--- src/rtl/isortcc_pkg.sv ---
// Shared types and constants for the insertion sort with compare count.
// No dependencies; used by isortcc_cell and the top level.
`default_nettype none
package isortcc_pkg;

   localparam int VALUE_W = 32;
   localparam int COUNT_W = 11;
   localparam logic [COUNT_W-1:0] COUNT_MAX = {COUNT_W{1'b1}};

   // Per-cycle command broadcast to every cell of the chain
   typedef struct packed {
      logic insert;
      logic pop;
   } ctrl_type;

endpackage
`default_nettype wire

--- src/rtl/isortcc_cell.sv ---
// One compare-and-shift cell of the sorting chain.
// Depends on isortcc_pkg for the value width and the command struct.
`default_nettype none
module isortcc_cell (
   input  wire                                  clock,
   input  wire isortcc_pkg::ctrl_type           ctrl,
   input  wire                                  occupied,
   input  wire signed [isortcc_pkg::VALUE_W-1:0] new_value,
   input  wire signed [isortcc_pkg::VALUE_W-1:0] left_value,
   input  wire                                  left_greater,
   input  wire signed [isortcc_pkg::VALUE_W-1:0] right_value,
   output logic signed [isortcc_pkg::VALUE_W-1:0] value,
   output logic                                 greater,
   output logic                                 land
);

   logic signed [isortcc_pkg::VALUE_W-1:0] value_ff;
   logic signed [isortcc_pkg::VALUE_W-1:0] value_in;

   // An empty cell counts as greater, so equal values stay in front (stable)
   assign greater = !occupied || (value_ff > new_value);
   assign land    = greater && !left_greater;
   assign value   = value_ff;

   always_comb begin
      value_in = value_ff;
      if (ctrl.insert && greater) begin
         value_in = left_greater ? left_value : new_value;
      end else if (ctrl.pop) begin
         value_in = right_value;
      end
   end

   always_ff @(posedge clock) begin
      value_ff <= value_in;
   end

endmodule
`default_nettype wire

--- config.mk ---
export PLATFORM = sky130hd
export DESIGN_NAME = isortcc_cell
export DESIGN_NICKNAME = d
export VERILOG_FILES = /design/src/rtl/isortcc_pkg.sv /design/src/rtl/isortcc_cell.sv
export SDC_FILE = /design/constraint.sdc
export NUM_CORES = 1
export LEC_CHECK = 0
export BUFFER_PORTS_ARGS = -buffer_cell sky130_fd_sc_hd__buf_2
export CAP_MARGIN = 5
export CORE_MARGIN = 2
export CORE_UTILIZATION = 33
export DETAILED_ROUTE_END_ITERATION = 8
export PLACE_DENSITY_LB_ADDON = 0.08
export SETUP_SLACK_MARGIN = 0.2
export SLEW_MARGIN = 20
export SYNTH_ARGS = -nofsm -noshare
export SYNTH_HDL_FRONTEND = slang
export SYNTH_SLANG_ARGS = --single-unit
--- constraint.sdc ---
create_clock -name clock -period 7.3 [get_ports clock]
set_input_delay 0.365 -clock clock [delete_from_list [all_inputs] [get_ports clock]]
set_output_delay 0.365 -clock clock [all_outputs]
set_load 0.01 [all_outputs]
==> summary.md <==
| Metric | Value |
|---|---|
| Status | `finished, final reports clean` |
| Sequential cell area | `a little under 1000 sq um` |
| Fmax achieved | `approximately 260 MHz` |
| Max incr delay on CP | `590 ps` |
| Crit path depth | `8` |
| Area grow syn2layout | `32.07%` |
| Post-synthesis register bit count | `32` |
| Pwr dens | `~170 nW/um^2` |
| Worst Path Arrival | `3710 ps` |
| FF-to-FF path depth | `8` |
| Crit share post-route | `between 50% and 60%` |
| Root Driver | `clkbuf_8` |
| Min Tclk post-route | `3864 ps` |
| Maximum clock path buffer count | `2` |
| Post-CTS setup buffers | `0` |
| Post-route ant nets | `0` |
| Fin. Hold Viols | `0` |
| P_int | `just under 0.4 mW` |
| Buf+Inv Stages, Crit Path | `1` |
| Critical path endpoint category | `flip-flop` |
| Switching Fraction | `31.24%` |
| Mapped Nets | `393` |
| H-tree depth | `2` |
| Diodes inserted | `0` |
| Cts hold-fix bufs | `0` |
| IO Pins | `135` |
| Reg power frac | `43.7%` |
| Chip width | `91.67 microns` |
| Comb power frac | `a little over a third` |
| CP Class | `reg -> reg` |
| Area of the multi-input gates | `1386 sq um` |
| CTS Sinks | `32` |
| Clock slew at reported path FFs | `70 ps` |
| Initial Utilization | `34.60%` |
| RSZ-0062 raised after global routing | `false` |
| Fin area | `approximately 3300 sq um` |
| Worst Clk Skew | `6.127 ps` |
| Max_slew headroom | `35.10%` |
| CTS Buf Count | `5` |
| CP startpoint kind | `flip-flop` |
| Crit-path slowest cell | `o31ai_4` |
| Routed WL | `6.539 mm` |
| Post-DP HPWL | `5.242 mm` |
| Layout Utilization | `45.69%` |
| TritonCTS clock tree | `yes` |
| Placer Congestion | `0.7255` |
| Avg Synthesized Cell Area | `about 9.8 sq um` |
| Max reg flops | `32` |
| First-pass GRT wire length | `10.47 mm` |
| Post-place instance area | `3281 sq um` |
| Core box area | `7331 sq um` |
| PortBufs | `approximately 130` |
| Clock power frac | `about a fifth` |
| DR pass1 iterations | `4` |
| Antenna violations before repair | `0` |
| Fillers | `756` |
| Clk Latency, worst-skew pair | `280 ps` |
| Total GRT Usage | `15.75%` |
| Drc violations | `0` |
| Row count | `31` |
| Yosys warns | `0` |
| VDD IR max | `about 0.070 mV` |
| Congestion Overflow GR | `0` |
| Nets | `between 500 and 600` |
| CTS resizes | `0` |
| Final setup fails | `0` |
| Fin Setup TNS | `0 ps` |
| Crit-path leading delay family | `simple AND/OR/NAND/NOR gates` |
| Slew Viols, Final | `0` |
| Critical Path Fanout Max | `32` |
| Wirelength per Cell | `~13 microns` |
| Max-Cap Viols | `0` |
| DR vias/cell | `about 4.7` |
| Cell Chain, Critical Path | `ha_1 -> nand4_1 -> nor4_2 -> nand3b_1 -> and4b_4 -> o31ai_4 -> buf_4 -> nand2b_2` |
| Vias in the first global route | `2206` |
| Largest net degree at the start of global routing | `65` |
| First DRT Iteration DRCs | `48` |
| Vias post-DR | `approximately 2300` |
| Critical path required time | `7150 ps` |
| Die area | `around 8400 sq um` |
| Hold path depth | `2` |
| Syn Inst Count | `260` |
| Least-Margin Pin Slew | `973.4 ps` |
| Die height | `91.67 microns` |
| Leak Pwr | `1.676 nW` |
| Sequential share of the synthesized area | `37.89%` |
| Psw | `0.1798 mW` |
| Synth unique cells | `28` |
| Share of cells above drive strength 1 | `between 40% and 50%` |
| Hold Crit Class | `in -> reg` |
| Mapped cell area | `2536 sq um` |
-- final timing paths --
kind	startpoint	endpoint	slack (ps)
worst min register to register	value[31]	value[7]	1450
worst max-delay path	value[31]	value[10]	3440
worst max register to register	value[31]	value[10]	3440
worst min-delay path	right_value[7]	value[7]	380
-- cell type report --
type,count,area share (%)
tap,99,3.698
clock buffer,5,2.055
sequential,32,28.69
timing repair buffer,135,20.25
inverter,35,3.922
multi-input combinational,183,41.39
-- power groups by stage --
stage	Sequential (mW)	Combinational, mW	Clock (mW)
after floorplan	0.266	0.114	0
after global placement	0.256	0.203	0
after detailed placement	0.256	0.204	0
after CTS	0.252	0.205	0.127
after global routing	0.255	0.229	0.132
final	0.251	0.202	0.123
-- cell usage in the layout (no fill, tap or decap), types with 2 or more instances in the layout --
cell,instances
ha_1,32
mux2_2,31
inv_1,35
or3_1,2
nand4_1,8
nor2b_1,2
o21ai_0,35
mux2_1,2
buf_2,134
nand2_1,40
a21oi_1,15
clkbuf_8,5
edfxtp_1,32
nand3_1,3
-- cell families after synthesis --
family	count (synthesis)	synth area share, %
DFF	32	37.89
muxes	33	14.65
and+or+nand+nor	61	11.49
AOI/OAI and AO/OA	57	12.63
buffers and inverters	45	7.548
adders and majority gates	32	15.79
-- synth_stat cells (all sizes together) --
cell	number	share of area (%)
nor2b	2	0.49
nor3	1	0.20
a21oi	15	3.0
a31oi	1	0.25
ha	32	16
nand2b	1	0.25
buf	6	1.8
and4b	1	0.54
nor4	2	0.74
nand3b	1	0.30
nand2	40	5.9
edfxtp	32	38
a21boi	1	0.30
a221o	1	0.39
mux2	33	15
clkbuf	4	0.59
o211a	1	0.39
o31ai	2	1.1
or3	2	0.49
o21ai	35	6.9
nand3	3	0.59
o211ai	1	0.30
inv	35	5.2
nand4	8	2.0
-- routing by layer --
layer	GRT usage [%]	routed length [microns]
met4	3.788	63
met3	4.026	522
met5	0	0
met1	19.47	2824
met2	27.39	3128
-- through the flow --
step	std cells	setup slack (ps)	power (mW)	hold slack [ps]
after floorplan	260	4061	0.3799	568.9
after global placement	484	3354	0.4588	664.1
after detailed placement	484	3297	0.4601	669.7
after CTS	489	3355	0.5850	372.3
after global routing	489	3089	0.6159	380.1
final	489	3436	0.5754	378.1
No activity file was read; power rests on OpenSTA's default activity.
